$ cat config.mk
export PLATFORM = sky130hd
export DESIGN_NAME = fnl_fmul
export DESIGN_NICKNAME = d
export VERILOG_FILES = /design/src/float_natural_log_unit_macros.svh /design/src/fnl_pkg.sv /design/src/fnl_fmul.sv
export SDC_FILE = /design/constraint.sdc
export NUM_CORES = 2
export LEC_CHECK = 0
export BUFFER_PORTS_ARGS = -buffer_cell sky130_fd_sc_hd__buf_2
export CAP_MARGIN = 20
export CORE_ASPECT_RATIO = 0.8
export CORE_MARGIN = 2
export CORE_UTILIZATION = 40
export DETAILED_ROUTE_END_ITERATION = 10
export PLACE_DENSITY = 0.66
export SYNTH_ARGS = -nofsm -noshare
export SYNTH_HDL_FRONTEND = slang
export SYNTH_SLANG_ARGS = --single-unit
$ cat constraint.sdc
create_clock -name clk -period 6.4 [get_ports clk]
set_input_delay 0.96 -clock clk [delete_from_list [all_inputs] [get_ports clk]]
set_output_delay 0.96 -clock clk [all_outputs]
set_load 0.02 [all_outputs]
$ cat src/float_natural_log_unit_macros.svh
// assertion macros for the float natural log unit
// used by the top level; no other dependencies
`ifndef FLOAT_NATURAL_LOG_UNIT_MACROS_SVH
`define FLOAT_NATURAL_LOG_UNIT_MACROS_SVH
`ifndef SYNTHESIS
`define FNL_ASSERT_IMPL(lbl, clk, rst_n, ante, cons) \
	lbl: assert property (@(posedge clk) disable iff (!rst_n) (ante) |-> (cons)) \
		else $error("fnl assertion failed");
`define FNL_ASSERT_NEXT(lbl, clk, rst_n, ante, cons) \
	lbl: assert property (@(posedge clk) disable iff (!rst_n) (ante) |=> (cons)) \
		else $error("fnl assertion failed");
`else
`define FNL_ASSERT_IMPL(lbl, clk, rst_n, ante, cons)
`define FNL_ASSERT_NEXT(lbl, clk, rst_n, ante, cons)
`endif
`endif

$ cat src/fnl_pkg.sv
// shared types, constants and helpers of the float natural log unit
// no dependencies
`default_nettype none
package fnl_pkg;
	localparam int WORD_W     = 32;
	localparam int POLY_TERMS = 5;
	localparam int DIV_STEPS  = 26;

	typedef logic [WORD_W-1:0] f32_t;

	typedef struct packed {
		logic [7:0] n;
		f32_t       y;
		f32_t       yy;
		f32_t       scaled;
	} side_t;

	localparam f32_t LN2_BITS = 32'h3f317218;

	localparam f32_t COEF_FIVE [5] = '{
		32'h40000000, 32'h3f2aa9f0, 32'h3ecd06fb, 32'h3e8e44ac, 32'h3e92ba3d
	};
	localparam f32_t COEF_SIX [6] = '{
		32'h40000000, 32'h3f2aaa99, 32'h3eccd275, 32'h3e91d1c5, 32'h3e6bf66a,
		32'h3e32aa15
	};

	function automatic f32_t coef_bits(input int idx);
		if (POLY_TERMS == 6) begin
			return COEF_SIX[idx];
		end
		return COEF_FIVE[idx];
	endfunction

	// exact conversion of a signed byte to single precision
	function automatic f32_t i8_to_f32(input logic [7:0] n);
		logic [7:0]  mag;
		logic [2:0]  k;
		logic [22:0] frac;
		mag = n[7] ? 8'(-n) : n;
		k = 3'd0;
		for (int i = 0; i < 8; i++) begin
			if (mag[i]) k = 3'(i);
		end
		frac = 23'({15'd0, mag} << (5'd23 - {2'd0, k}));
		if (mag == 8'd0) return '0;
		return {n[7], 8'(8'd127 + {5'd0, k}), frac};
	endfunction
endpackage
`default_nettype wire

$ cat src/fnl_fmul.sv
// two-stage single-precision multiplier, round to nearest even
// depends on fnl_pkg; normal or zero operands only
`default_nettype none
module fnl_fmul (
	input  logic           clk,
	input  logic           arst_n,
	input  logic           en,
	input  logic           vld_i,
	input  fnl_pkg::f32_t  a,
	input  fnl_pkg::f32_t  b,
	input  fnl_pkg::side_t side_i,
	output logic           vld_o,
	output fnl_pkg::f32_t  p,
	output fnl_pkg::side_t side_o
);
	import fnl_pkg::*;

	logic        vld_s1, vld_s2;
	logic        sgn_s1, zero_s1;
	logic [9:0]  exp_s1;
	logic [47:0] prod_s1;
	side_t       side_s1, side_s2;
	f32_t        p_s2;

	logic [9:0]  exp_n;
	logic [23:0] mant;
	logic        grd, stk;
	logic [24:0] mant_r;
	logic [22:0] frac;
	f32_t        p_n;

	always_ff @(posedge clk or negedge arst_n) begin
		if (!arst_n) begin
			vld_s1 <= 1'b0;
			vld_s2 <= 1'b0;
		end else if (en) begin
			vld_s1 <= vld_i;
			vld_s2 <= vld_s1;
		end
	end

	always_ff @(posedge clk) begin
		if (en) begin
			sgn_s1  <= a[31] ^ b[31];
			zero_s1 <= (a[30:23] == 8'd0) || (b[30:23] == 8'd0);
			exp_s1  <= {2'd0, a[30:23]} + {2'd0, b[30:23]};
			prod_s1 <= 48'({1'b1, a[22:0]}) * 48'({1'b1, b[22:0]});
			side_s1 <= side_i;
			side_s2 <= side_s1;
			p_s2    <= p_n;
		end
	end

	always_comb begin
		if (prod_s1[47]) begin
			mant  = prod_s1[47:24];
			grd   = prod_s1[23];
			stk   = |prod_s1[22:0];
			exp_n = exp_s1 - 10'd126;
		end else begin
			mant  = prod_s1[46:23];
			grd   = prod_s1[22];
			stk   = |prod_s1[21:0];
			exp_n = exp_s1 - 10'd127;
		end
		mant_r = {1'b0, mant} + 25'(grd & (stk | mant[0]));
		frac   = mant_r[22:0];
		if (mant_r[24]) begin
			exp_n = exp_n + 10'd1;
			frac  = 23'd0;
		end
		p_n = zero_s1 ? {sgn_s1, 31'd0} : {sgn_s1, exp_n[7:0], frac};
	end

	assign vld_o  = vld_s2;
	assign p      = p_s2;
	assign side_o = side_s2;
endmodule
`default_nettype wire

After elaboration in Yosys (flattened, before gate mapping)
Cells that the tools add are included.
{"block": "classes", "n_reduce_logical": 6, "addsub": 5, "n_mul": 1, "bitwise_logic": 3, "muxes": 5}
{"cell": "$mul A24 B24 Y48", "n": 1}
{"cell": "$add A24 B1 Y25", "n": 1}
{"cell": "$mux W24", "n": 1}
{"cell": "$reduce_or A23 Y1", "n": 1}
{"cell": "$reduce_or A22 Y1", "n": 1}
{"cell": "$logic_not A8 Y1", "n": 2}
{"cell": "$mux W8", "n": 2}
{"cell": "$sub A8 B7 Y8 const B", "n": 2}
{"cell": "$add A8 B1 Y8 const B", "n": 1}
{"cell": "$add A8 B8 Y8", "n": 1}
{"cell": "$mux W1", "n": 2}
{"cell": "$reduce_or A2 Y1", "n": 1}
{"cell": "$and A1 B1 Y1", "n": 1}
{"cell": "$logic_or A1 B1 Y1", "n": 1}
{"cell": "$or A1 B1 Y1", "n": 1}
{"cell": "$xor A1 B1 Y1", "n": 1}
{"block": "totals", "register_bits": 300, "out_inout_bits": 137, "input_bits": 172}

Longest topological paths before layout
{"block": "depth", "depth_word": 6, "mapped_depth": 26}

Worst setup path before layout
Ideal clock, no wire load.
{"block": "synth_path", "path_kind": "input -> register", "from": "input b[3]", "to": "register prod_s1[47] (data pin)", "stages": 24, "required_time_ns": 6.135, "t_arrival_ns": 6.966, "path_slack_ns": -0.831, "cell_sequence": "clkbuf_1 > nand2_1 > fa_1 > inv_1 > fa_1 > inv_1 > fa_1 > fa_1 > inv_1 > fa_1 > fa_1 > inv_1 > fa_1 > inv_1 > ha_1 > clkbuf_1 > and3_1 > and2_1 > a221oi_1 > o211ai_1 > a21oi_1 > o21ai_1 > a221oi_1 > xnor2_1"}
{"block": "synth_via", "elab_chain_len": 1}
{"item": "start: declaration", "line_no": "fnl_fmul.sv:10", "source": "input fnl_pkg::f32_t b,"}
{"item": "$mul A24 B24 Y48", "line_no": "fnl_fmul.sv:47", "source": "prod_s1 <= 48'({1'b1, a[22:0]}) * 48'({1'b1, b[22:0]});"}
{"item": "end signal: assignment", "line_no": "fnl_fmul.sv:47"}
{"item": "end: declaration", "line_no": "fnl_fmul.sv:21", "source": "logic [47:0] prod_s1;"}
Every way passes these cells.
A chain may end at the register's enable or synchronous reset.

Worst setup path in the final report
{"block": "layout_path", "from": "input a[9]", "to": "register prod_s1[47] (data pin)"}
{"block": "layout_via", "elab_chain_len": 1}
{"item": "start: declaration", "line_no": "fnl_fmul.sv:9", "source": "input fnl_pkg::f32_t a,"}
{"item": "$mul A24 B24 Y48", "line_no": "fnl_fmul.sv:47"}
Every way passes these cells.

==> key figures <==
Layout
  – Final layout net count: 4,093
  – Fraction of layout cells with a size suffix above 1: 28.0%
  – Number of filler cells placed in the layout: 6,425
  – Area delta synth->final: 25.3%

Critical path
  – Maximum single-stage delay on the critical path: 0.57 ns
  – Critical path endpoint category: flip-flop
  – Number of cells traversed by the worst register-to-register path: 10
  – Startpoint of the worst register-to-register path: prod_s1[47]$_DFFE_PP_
  – Cell breakdown of the critical path: buf_6 > buf_12 > and2_4 > fa_1 > inv_1 > fa_1 > inv_1 > fa_1 > fa_2 > fa_2 > fa_1 > inv_2 > fa_2 > inv_2 > ha_4 > and3_4 > and2_4 > a221oi_2 > o211ai_1 > a21oi_2 > o21ai_4 > a221oi_2 > xnor2_1
  – Most frequent CP cell: sky130_fd_sc_hd__fa_1
  – Slack of the worst reg-to-reg path: 2.24 ns
  – Class of the most critical setup path: in -> reg
  – Crit path arrival time: 6.88 ns
  – Slowest stage cell on the critical path: sky130_fd_sc_hd__fa_2
  – CP Launch Type: primary input
  – CP Data Required Time: 6.70 ns
  – Crit Path Max Fanout: 6
  – R2R Path End: p[3]$_SDFFCE_PP0P_

Status
  – Violated checks: negative setup slack
  – Result of the run: complete, but fails checks

Yosys
  – Dominant synthesized flop cell: sky130_fd_sc_hd__edfxtp_1
  – Async set-or-reset flop fraction in the synthesized netlist: 0.667%
  – Number of synthesized register bits: 300
  – Net Count, Synth: 3,557
  – Count of flip-flops with a built-in enable after synthesis: 298
  – Leading cell types by total area after synthesis: sky130_fd_sc_hd__fa_1 (33%), sky130_fd_sc_hd__edfxtp_1 (30%), sky130_fd_sc_hd__ha_1 (7.8%)
  – Sequential element share of the synthesized area: 30.5%
  – Library cells used by synthesis: 64
  – Yosys top cell by area: sky130_fd_sc_hd__fa_1
  – Synth warn: 0
  – Post-synthesis instance total: 2,718
  – Most common cell in the netlist: sky130_fd_sc_hd__inv_1
  – Synthesized area per cell: 10.9 um^2
  – Area share of the leading cell type in the synthesized netlist: 32.8%
  – Leading post-synthesis cells by instance count: sky130_fd_sc_hd__inv_1 (593), sky130_fd_sc_hd__fa_1 (483), sky130_fd_sc_hd__nand2_1 (313)
  – Summed instance area of the synthesized netlist: 0.0295 mm^2

Routing
  – TritonRoute pass-1 iters: 5
  – Top routing layer in use: met5
  – Routed length on met3: 6.10 mm
  – Via count: 20,300
  – DRC violations left: 0
  – 1st-iter DRT viols: 1,472
  – Routed length per instance: 17.9 um
  – Post-detailed-routing wire length: 75.7 mm
  – Via-to-Cell Ratio: 4.79
  – Amount of wire on met2 after detailed routing: 33.7 mm
  – ANT nets after route: 0
  – Routed met1 length: 34.6 mm

GRT
  – Overall overflow remaining after global route: 0
  – Via count of the first global-routing pass: 20,700
  – Initial antenna violation count: 3
  – Overall track demand over capacity in global routing: 19.7%
  – Wire length of the first global-routing pass: 116 mm
  – Pin count of the biggest net entering global routing: 128

STA
  – Skew final: 0.0158 ns
  – Total of endpoints with negative setup slack in the final report: 12
  – Number of failing hold endpoints at the final stage: 0
  – Worst slew pin tran: 0.899 ns
  – Min setup slack post-route: -0.176 ns
  – RSZ-0062 raised after global routing: yes
  – Total negative slack: -1.29 ns
  – Worst max-slew margin expressed relative to the limit: 40.1%
  – Post-route worst hold slack: 0.175 ns
  – Max-slew violation total from the final report: 0
  – Final worst-path cycle share: 103%
  – Fin crit period: 6.58 ns
  – Highest Clock Rate: 152 MHz

Run
  – Max cap viols: 0

Clock tree
  – CTS tree: done
  – Register clock-pin slew on the reported worst setup and hold paths: 0.06 ns
  – Cell at the root of the clock tree: sky130_fd_sc_hd__clkbuf_16
  – H-tree depth: 1
  – Inserted Clock Buffers: 30
  – Worst-Skew Late Latency: 0.56 ns
  – Sinks on the clock net: 300
  – Number of hold buffers added after CTS: 0
  – CTS max path bufs: 3

Place
  – Sum of net half-perimeters after detailed placement: 62.4 mm
  – Final weighted congestion of routability-driven global placement: 0.888
  – Pre-CTS setup slack: -0.994 ns
  – Number of port buffers: 308

Floorplanning
  – Cell row count: 89
  – Number of top-level pins: 309
  – Floorplan die width: 308 um
  – Chip height: 247 um
  – DIE AREA: 0.0760 mm^2
  – Effective utilization at floorplan: 40.2%
  – Core region area: 0.0734 mm^2

Hold path
  – Class of the most critical hold timing path: in -> async
[worst max path at each step]
stage | startpoint | endpoint | slack, ns | cells past startpoint
2_1_floorplan | a[10] | prod_s1[47]$_DFFE_PP_ | -0.41 | 23
3_3_place_gp | b[3] | prod_s1[47]$_DFFE_PP_ | -0.90 | 24
3_5_place_dp | a[11] | prod_s1[47]$_DFFE_PP_ | -0.99 | 22
4_1_cts | b[4] | prod_s1[47]$_DFFE_PP_ | -0.18 | 25
5_1_grt | a[7] | prod_s1[47]$_DFFE_PP_ | -0.36 | 23
6_report | a[9] | prod_s1[47]$_DFFE_PP_ | -0.18 | 23
[through the flow]
| step | instances | util (%) | area (um^2) |
|---|---|---|---|
| 6_report | 4233 | 50.4 | 37000 |
| 5_1_grt | 4233 | 50.4 | 37000 |
| 4_1_cts | 4208 | 49.0 | 36000 |
| 3_5_place_dp | 4138 | 46.6 | 34200 |
| 3_3_place_gp | 4138 | 46.6 | 34200 |
| 2_1_floorplan | 2718 | - | 30200 |
[logic make-up (layout without fill, tap and decap cells)]
| kind of cell | count (synthesis) | after routing | synth area share (%) |
|---|---|---|---|
| simple gates | 738 | 738 | 12.3 |
| other cells | 0 | 1 | 0 |
| xor+xnor | 91 | 91 | 2.70 |
| fa+ha+maj | 667 | 667 | 40.6 |
| flops | 300 | 300 | 30.5 |
| compound gates | 187 | 187 | 4.04 |
| mux | 23 | 23 | 0.805 |
| buf+inv | 712 | 1271 | 9.09 |
[per-layer routing]
metal	vias to the layer above	global-route usage (%)
li1	9425	-
met1	10100	28.5
met2	649	30.8
met3	80	4.40
met4	2	3.04
met5	-	0
[final cells by class]
cell class,instances,area [um^2],share of cell area [%]
antenna,1,2.50,0.00676
clock buffer,32,758,2.05
multi-input combinational,1706,18900,51.0
timing repair buffer,620,4660,12.6
inverter,596,2270,6.14
clock inverter,23,241,0.653
sequential,300,9000,24.3
tap,955,1190,3.23
[repair_timing]
| action | CTS | global route |
|---|---|---|
| setup buffers | 14 | 23 |
| resized for setup | 161 | 213 |
| gates cloned | 3 | 2 |
| pin swaps | 73 | 109 |
| setup endpoints to repair | 26 | 26 |
[state kept, by name (all words and copies together) (netlist names)]
register and flops:
prod_s1 48, p 32, vld_s1 1, zero_s1 1, side_s1 104, sgn_s1 1, exp_s1 8, side_o 104
vld_o 1
[worst max-delay path: cells and delay by family]
kind | cells | cell delay (ns)
fa+ha+maj | 8 | 3.80
buf+inv | 6 | 0.47
compound gates | 5 | 1.09
simple gates | 3 | 0.45
xor+xnor | 1 | 0.09
[cell usage in the layout (no fill, tap or decap), types with 27 or more instances in the layout]
cell type	netlist	routed
sky130_fd_sc_hd__xnor2_1	62	59
sky130_fd_sc_hd__edfxtp_1	298	298
sky130_fd_sc_hd__inv_2	1	41
sky130_fd_sc_hd__a21oi_1	59	32
sky130_fd_sc_hd__buf_4	0	257
sky130_fd_sc_hd__ha_1	184	158
sky130_fd_sc_hd__buf_6	1	54
sky130_fd_sc_hd__buf_2	3	266
sky130_fd_sc_hd__a21o_1	28	28
sky130_fd_sc_hd__xor2_1	29	27
sky130_fd_sc_hd__clkbuf_16	0	32
sky130_fd_sc_hd__and2_4	0	32
sky130_fd_sc_hd__nand2_1	313	299
sky130_fd_sc_hd__fa_2	0	35
sky130_fd_sc_hd__fa_1	483	448
sky130_fd_sc_hd__nor2_1	86	77
sky130_fd_sc_hd__and2_1	248	216
sky130_fd_sc_hd__inv_1	593	548
Power is not shown: default switching activity piles up to over one toggle a cycle in this logic, so the estimate is an artifact.
