==> src/float_natural_log_unit_macros.svh <==
// assertion macros for the float natural log unit
// used by the top level; no other dependencies
`ifndef FLOAT_NATURAL_LOG_UNIT_MACROS_SVH
`define FLOAT_NATURAL_LOG_UNIT_MACROS_SVH
`ifndef SYNTHESIS
`define FNL_ASSERT_IMPL(lbl, clk, rst_n, ante, cons) \
	lbl: assert property (@(posedge clk) disable iff (!rst_n) (ante) |-> (cons)) \
		else $error("fnl assertion failed");
`define FNL_ASSERT_NEXT(lbl, clk, rst_n, ante, cons) \
	lbl: assert property (@(posedge clk) disable iff (!rst_n) (ante) |=> (cons)) \
		else $error("fnl assertion failed");
`else
`define FNL_ASSERT_IMPL(lbl, clk, rst_n, ante, cons)
`define FNL_ASSERT_NEXT(lbl, clk, rst_n, ante, cons)
`endif
`endif

==> src/fnl_pkg.sv <==
// shared types, constants and helpers of the float natural log unit
// no dependencies
`default_nettype none
package fnl_pkg;
	localparam int WORD_W     = 32;
	localparam int POLY_TERMS = 5;
	localparam int DIV_STEPS  = 26;

	typedef logic [WORD_W-1:0] f32_t;

	typedef struct packed {
		logic [7:0] n;
		f32_t       y;
		f32_t       yy;
		f32_t       scaled;
	} side_t;

	localparam f32_t LN2_BITS = 32'h3f317218;

	localparam f32_t COEF_FIVE [5] = '{
		32'h40000000, 32'h3f2aa9f0, 32'h3ecd06fb, 32'h3e8e44ac, 32'h3e92ba3d
	};
	localparam f32_t COEF_SIX [6] = '{
		32'h40000000, 32'h3f2aaa99, 32'h3eccd275, 32'h3e91d1c5, 32'h3e6bf66a,
		32'h3e32aa15
	};

	function automatic f32_t coef_bits(input int idx);
		if (POLY_TERMS == 6) begin
			return COEF_SIX[idx];
		end
		return COEF_FIVE[idx];
	endfunction

	// exact conversion of a signed byte to single precision
	function automatic f32_t i8_to_f32(input logic [7:0] n);
		logic [7:0]  mag;
		logic [2:0]  k;
		logic [22:0] frac;
		mag = n[7] ? 8'(-n) : n;
		k = 3'd0;
		for (int i = 0; i < 8; i++) begin
			if (mag[i]) k = 3'(i);
		end
		frac = 23'({15'd0, mag} << (5'd23 - {2'd0, k}));
		if (mag == 8'd0) return '0;
		return {n[7], 8'(8'd127 + {5'd0, k}), frac};
	endfunction
endpackage
`default_nettype wire

==> src/fnl_fadd.sv <==
// three-stage single-precision adder: align, add, normalize and round
// depends on fnl_pkg; normal or zero operands only
`default_nettype none
module fnl_fadd (
	input  logic           clk,
	input  logic           arst_n,
	input  logic           en,
	input  logic           vld_i,
	input  fnl_pkg::f32_t  a,
	input  fnl_pkg::f32_t  b,
	input  fnl_pkg::side_t side_i,
	output logic           vld_o,
	output fnl_pkg::f32_t  s,
	output fnl_pkg::side_t side_o
);
	import fnl_pkg::*;

	logic        vld_s1, vld_s2, vld_s3;
	logic        sgn_s1, sub_s1, sgn_s2;
	logic [7:0]  exp_s1, exp_s2;
	logic [26:0] big_s1, sml_s1;
	logic [27:0] sum_s2;
	side_t       side_s1, side_s2, side_s3;
	f32_t        s_s3;

	f32_t        big, sml;
	logic [7:0]  dexp;
	logic [26:0] ms0, msh, mask;
	logic        st;

	logic [4:0]  lz;
	logic [26:0] nrm;
	logic [23:0] mant;
	logic        grd, stk;
	logic [24:0] mant_r;
	logic [22:0] frac;
	logic [9:0]  exp_n;
	f32_t        s_n;

	always_comb begin
		if (a[30:0] >= b[30:0]) begin
			big = a;
			sml = b;
		end else begin
			big = b;
			sml = a;
		end
		dexp = big[30:23] - sml[30:23];
		ms0  = {sml[30:23] != 8'd0, sml[22:0], 3'd0};
		if (dexp >= 8'd27) begin
			msh  = 27'd0;
			mask = '1;
		end else begin
			msh  = ms0 >> dexp;
			mask = (27'd1 << dexp) - 27'd1;
		end
		st = |(ms0 & mask);
	end

	// normalize: carry out, or left shift by the leading zero count
	always_comb begin
		lz = 5'd0;
		for (int i = 0; i < 27; i++) begin
			if (sum_s2[i]) lz = 5'(26 - i);
		end
		nrm = sum_s2[26:0] << lz;
		if (sum_s2[27]) begin
			mant  = sum_s2[27:4];
			grd   = sum_s2[3];
			stk   = |sum_s2[2:0];
			exp_n = {2'd0, exp_s2} + 10'd1;
		end else begin
			mant  = nrm[26:3];
			grd   = nrm[2];
			stk   = |nrm[1:0];
			exp_n = {2'd0, exp_s2} - {5'd0, lz};
		end
		mant_r = {1'b0, mant} + 25'(grd & (stk | mant[0]));
		frac   = mant_r[22:0];
		if (mant_r[24]) begin
			exp_n = exp_n + 10'd1;
			frac  = 23'd0;
		end
		s_n = (sum_s2 == 28'd0) ? 32'd0 : {sgn_s2, exp_n[7:0], frac};
	end

	always_ff @(posedge clk or negedge arst_n) begin
		if (!arst_n) begin
			vld_s1 <= 1'b0;
			vld_s2 <= 1'b0;
			vld_s3 <= 1'b0;
		end else if (en) begin
			vld_s1 <= vld_i;
			vld_s2 <= vld_s1;
			vld_s3 <= vld_s2;
		end
	end

	always_ff @(posedge clk) begin
		if (en) begin
			sgn_s1  <= big[31];
			sub_s1  <= a[31] ^ b[31];
			exp_s1  <= big[30:23];
			big_s1  <= {big[30:23] != 8'd0, big[22:0], 3'd0};
			sml_s1  <= {msh[26:1], msh[0] | st};
			side_s1 <= side_i;
			sgn_s2  <= sgn_s1;
			exp_s2  <= exp_s1;
			sum_s2  <= sub_s1 ? ({1'b0, big_s1} - {1'b0, sml_s1})
			                  : ({1'b0, big_s1} + {1'b0, sml_s1});
			side_s2 <= side_s1;
			s_s3    <= s_n;
			side_s3 <= side_s2;
		end
	end

	assign vld_o  = vld_s3;
	assign s      = s_s3;
	assign side_o = side_s3;
endmodule
`default_nettype wire

==> config.mk <==
export PLATFORM = sky130hd
export DESIGN_NAME = fnl_fadd
export DESIGN_NICKNAME = d
export VERILOG_FILES = /design/src/float_natural_log_unit_macros.svh /design/src/fnl_pkg.sv /design/src/fnl_fadd.sv
export SDC_FILE = /design/constraint.sdc
export NUM_CORES = 1
export LEC_CHECK = 0
export BUFFER_PORTS_ARGS = -buffer_cell sky130_fd_sc_hd__buf_4
export CAP_MARGIN = 20
export CORE_ASPECT_RATIO = 0.75
export CORE_MARGIN = 2
export CORE_UTILIZATION = 58
export CTS_CLUSTER_SIZE = 12
export DETAILED_ROUTE_END_ITERATION = 7
export PLACE_DENSITY = 0.84
export SYNTH_ARGS = -nofsm -noshare
export SYNTH_HDL_FRONTEND = slang
export SYNTH_SLANG_ARGS = --single-unit
==> constraint.sdc <==
create_clock -name clk -period 5 [get_ports clk]
set_input_delay 0.25 -clock clk [delete_from_list [all_inputs] [get_ports clk]]
set_output_delay 0.25 -clock clk [all_outputs]
set_load 0.01 [all_outputs]
# == Yosys cells after proc, flatten, opt, wreduce, memory -nomap -nowiden ==
# Cells that the tools add are included.
# classes
n_reduce_logical,7
order_cmp,2
eq_ne,0
bitwise,5
n_addsub,8
n_mul,0
div_mod_pow,0
shift,3
n_mux,37
# ops
operator,count
$mux 5,27
$mux 32,1
$ge 31x31->1,1
$mux 31,1
$add 27x27->28,1
$logic_not 28->1,1
$mux 28,1
$sub 27x27->28,1
$and 27x27->27,1
$mux 27,1
$reduce_or 27->1,1
$shl 1x8->27 const A,1
$shl 27x5->27,1
$shr 27x8->27,1
$sub 27x1->27 const B,1
$add 24x1->25,1
$mux 24,1
$add 8x1->8 const B,2
$mux 8,2
$reduce_bool 8->1,2
$ge 8x5->1 const B,1
$sub 8x5->8,1
$sub 8x8->8,1
$reduce_or 2->1,2
other kinds (5),8
# totals
romBits,0
register_bits,445
inputBits,172
word_cells,88
latch_bits,0
mem_bits_rw,0
output_inout_bits,137
n_memories,0

# == Logic depth before layout (Yosys ltp) ==
# logic_depth
ltp_word,34
mapped_depth,29
depth_no_buf,21

# == Least setup slack after synthesis ==
# Ideal clock, no wire load.
# synth_timing
path_kind,input port to flip-flop
startpoint,input port b[18]
endpoint,register sml_s1[0] (data pin)
path_buffers,6
cell_stages,27
slack_ns,-1.211
setup_time_ns,0.275
arrival_ns,5.936
required_time_ns,4.725
path_cell_list,inv_1 > ha_1 > a21oi_1 > o21ai_0 > a221oi_1 > o221ai_1 > nor2_2 > buf_2 > buf_1 > clkbuf_1 > buf_1 > clkbuf_1 > mux2i_1 > ha_1 > o21ai_0 > nand2_1 > a21oi_1 > o21ai_0 > and4_1 > or4_1 > a31o_2 > o21a_1 > clkbuf_1 > nand2_1 > nand4_1 > o32ai_1 > nand4_1
# synth_between
elab_chain_len,9
word_cells_on_any_way,14
cone_classes,2 x add/sub; 2 x order compare; 2 x shift; 4 x mux; 2 x bitwise; 2 x reduce/logical
# synth_rtl
item,line_no,source
start: declaration,fnl_fadd.sv:10,"input fnl_pkg::f32_t b,"
$ge 31x31->1,fnl_fadd.sv:41,if (a[30:0] >= b[30:0]) begin
$mux 32 or $mux 31 (tied branches),fnl_fadd.sv:41,
$sub 8x8->8,fnl_fadd.sv:48,dexp = big[30:23] - sml[30:23];
$shl 1x8->27,fnl_fadd.sv:55,mask = (27'd1 << dexp) - 27'd1;
$sub 27x1->27,fnl_fadd.sv:55,
$mux 27,fnl_fadd.sv:50,if (dexp >= 8'd27) begin
$and 27x27->27,fnl_fadd.sv:57,st = |(ms0 & mask);
$reduce_or 27->1,fnl_fadd.sv:57,
$or 1x1->1 (*),fnl_fadd.sv:105,"sml_s1 <= {msh[26:1], msh[0] | st};"
end signal: assignment,fnl_fadd.sv:105,
end: declaration,fnl_fadd.sv:21,"logic [26:0] big_s1, sml_s1;"
# Every way passes the cells marked *; elsewhere a longest branch is shown, timed or not.
# A chain may end at the register's enable or synchronous reset.

# == Final worst setup path ==
# layout_timing
startpoint,register sum_s2[3]
endpoint,"register s_s3[22], in the netlist s[22] (data pin)"
# layout_between
elab_chain_len,31
word_cells_on_any_way,34
cone_classes,1 x add/sub; 1 x shift; 27 x mux; 2 x bitwise; 3 x reduce/logical
# layout_rtl
item,line_no,source
start: declaration,fnl_fadd.sv:22,logic [27:0] sum_s2;
start signal: assignment,fnl_fadd.sv:109,"sum_s2 <= sub_s1 ? ({1'b0, big_s1} - {1'b0, sml_s1})"
$mux 5 (24 in a row),fnl_fadd.sv:64,if (sum_s2[i]) lz = 5'(26 - i);
$shl 27x5->27,fnl_fadd.sv:66,nrm = sum_s2[26:0] << lz;
$reduce_or 2->1,fnl_fadd.sv:75,stk = |nrm[1:0];
$mux 1,fnl_fadd.sv:67,if (sum_s2[27]) begin
$or 1x1->1,fnl_fadd.sv:78,"mant_r = {1'b0, mant} + 25'(grd & (stk | mant[0]));"
$and 1x1->1,fnl_fadd.sv:78,
$add 24x1->25,fnl_fadd.sv:78,
$reduce_or 2->1 (no source line),-,
end signal: assignment,fnl_fadd.sv:112,s_s3 <= s_n;
end: declaration,fnl_fadd.sv:24,f32_t s_s3;
# Parallel ways exist; a longest one is shown, timed or not.

==> results.json <==
{
  "grt_pass1_wl_um": 107000,
  "p_total_mw": 11.9,
  "met3_length_um": 7370,
  "syn_area_sq_mm": 0.0229,
  "worstMarginPinSlew_ps": 1140,
  "met2_length_um": 33700,
  "start_kind": "register",
  "setup_viol": 0,
  "vias_per_cell": 6.29,
  "cts_sinks": 445,
  "async_flop_share": 0.00674,
  "synth_top_cell_area_share": 0.580,
  "yosys.area.top_type": "edfxtp_1",
  "drv_slew": 0,
  "period_needed_ps": 4820,
  "synth.net_count": 2126,
  "seqCellArea_sq_mm": 0.0133,
  "fmax_mhz": 208,
  "syn_to_final_growth_pct": 24.7,
  "cts-root-buf": "clkbuf_16",
  "gr-total-overflow": 0,
  "synth_area_leaders": "edfxtp_1, mux2i_1, ha_1, nor2_1, mux2_2",
  "final_common_cell": "edfxtp_1",
  "path_class": "reg -> reg",
  "dieHeight_um": 176,
  "crit_required_ps": 5420,
  "syn_inst": 1861,
  "fin_crit_sh": 0.964,
  "die_x_um": 233,
  "regToRegSetupSlack_ps": 180,
  "grt_max_degree": 118,
  "r2r-start": "sum_s2[3]",
  "first_iter_violations": 2318,
  "grtUsageTotal": 0.350,
  "drtPass1Iterations": 6,
  "cts_made_buffers": 45,
  "synth_edf_count": 442,
  "drive_above_1_share": 0.234,
  "hold_violations": 0,
  "final_cell_mix": "edfxtp_1, buf_4, nor2_1, nand2_1, mux2i_1",
  "initial_core_util": 0.593,
  "top_layer_used": "met4",
  "nFillCells": 2408,
  "wl_per_cell_um": 25.4,
  "clk_path_buf_depth": 3,
  "multi_input_area_sq_mm": 0.00882,
  "leakagePower_nw": 11.4,
  "cts.htree.levels": 2,
  "setup_slack_ps": 182,
  "yosysWarnings": 0,
  "timing.hold.ws_ps": 15.7,
  "grt_pass1_vias": 17200,
  "dp_slack_ps": 122,
  "setup.worst_path.end": "s[22]",
  "synth.distinct_cells": 98,
  "met1_length_um": 29500,
  "dp_hpwl_um": 48900,
  "timing.rr.end": "s[22]",
  "cts_tree": "yes",
  "status": "completed",
  "end_kind": "register",
  "clk_pin_slew_ps": 70,
  "peakVddDrop_mv": 0.316,
  "vias": 18000,
  "drc": 0,
  "finish.net_count": 2580,
  "ios": 309,
  "core_region_area_sq_mm": 0.0386,
  "rr_worst_depth": 15,
  "die_area_sq_mm": 0.0411,
  "gp_congestion": 0.970,
  "routed_wl_um": 72500,
  "ys_ff_latch": 445,
  "crit_fanout": 12,
  "slew_headroom": 0.234,
  "arrival_ps": 5240,
  "ys_seq_area_frac": 0.583,
  "io_buffers": 308,
  "antenna_found_initial": 1,
  "avgSynthCellArea_sq_um": 12.3,
  "ant_nets": 0,
  "hp-class": "in -> async",
  "clock_skew_ps": 36.0,
  "power.density_mw_per_mm2": 416,
  "max-cap-violations": 0,
  "synthFlopType": "edfxtp_1",
  "clock_latency_ps": 580,
  "startpoint": "sum_s2[3]",
  "rows": 62
}
==> how the worst min path moves through the flow <==
stage / slack (ps) / to / cells past startpoint / startpoint
6_report: 20 / vld_o / 2 / arst_n
5_1_grt: 30 / big_s1[23] / 2 / b[20]
4_1_cts: 30 / vld_s1 / 2 / arst_n
3_5_place_dp: 40 / vld_s2 / 1 / arst_n
3_3_place_gp: 40 / vld_s1 / 1 / arst_n
2_1_floorplan: -50 / vld_o / 0 / arst_n
==> power by group <==
| part | total (mW) | internal (mW) | switching, mW | leakage (nW) |
|---|---|---|---|---|
| clock | 3.17 | 1.67 | 1.50 | 0.620 |
| combinational | 3.80 | 1.55 | 2.25 | 6.43 |
| sequential | 4.89 | 4.61 | 0.278 | 4.36 |
==> critical path, cell delays in order, from the launching register on <==
cell and delay [ps]:
edfxtp_1 570, o21bai_1 210, a21oi_1 110, o221ai_2 300, a41oi_2 210, inv_2 300
mux2i_1 410, nor3_1 170, o32ai_1 360, buf_4 190, ha_1 240, nand3_2 170
nor4b_4 450, nand3_4 230, or4_1 550, a22oi_1 190
==> metal layers <==
metal	up-vias	GRT usage
met1	8777	0.495
met4	0	0.0926
met2	1103	0.556
met3	136	0.0707
met5	-	0
li1	7944	-
==> cell families after synthesis <==
group,Yosys count,synth area share
and+or+nand+nor,513,0.110
muxes,172,0.0808
xor gates and xnor gates,57,0.0218
adders and majority gates,93,0.0515
AOI/OAI and AO/OA,393,0.118
DFF,445,0.583
buffers and inverters,188,0.0346
==> what timing repair did <==
action	CTS	global route
hold endpoints to repair	108	0
resized for setup	0	7
endpoints found under the setup margin	0	24
hold buffers	106	0
buffers inserted	0	4
==> flip-flops by register name (all words and copies together), names as in the netlist, 8 cells and up <==
register and flops:
sum_s2 28, big_s1 24, s 32, side_o 104, exp_s2 8, side_s1 104
side_s2 104, sml_s1 27, exp_s1 8
==> cell type report <==
class	count	share of cell area
flip-flops and latches	445	0.468
inverters	98	0.0129
multi-input cells	1228	0.309
well taps	512	0.0224
clock inverters	10	0.00373
repair buffers	497	0.142
diodes	2	0.000175
clock buffers	62	0.0417
==> cell usage after synthesis (all sizes together), types with 7 or more instances <==
cell type    n
nor2b       19
nor4        19
nand2      141
o211ai      12
o21bai      12
nand3       41
o21a        18
o41ai        7
or4          7
nand2b      15
inv         96
mux2i      120
or3          9
a221oi      11
clkbuf      55
ha          91
mux2        48
edfxtp     442
or2          9
o22ai        9
and2        17
a21o        15
xor2        17
nand4       17
a21oi      102
nor2       148
o31ai       15
and3         9
a31oi       20
xnor2       40
o21ai       67
a211oi      22
buf         35
nor3        42
==> per-stage QoR <==
step / utilization / std cells / TNS [ps] / cell area (sq um)
2_1_floorplan: - / 1861 / 0 / 23000
3_3_place_gp: 0.678 / 2670 / 0 / 26100
3_5_place_dp: 0.678 / 2670 / 0 / 26100
4_1_cts: 0.739 / 2848 / 0 / 28500
5_1_grt: 0.740 / 2853 / -3.49 / 28500
6_report: 0.740 / 2854 / 0 / 28500
Power figures use the tool's default switching activity.
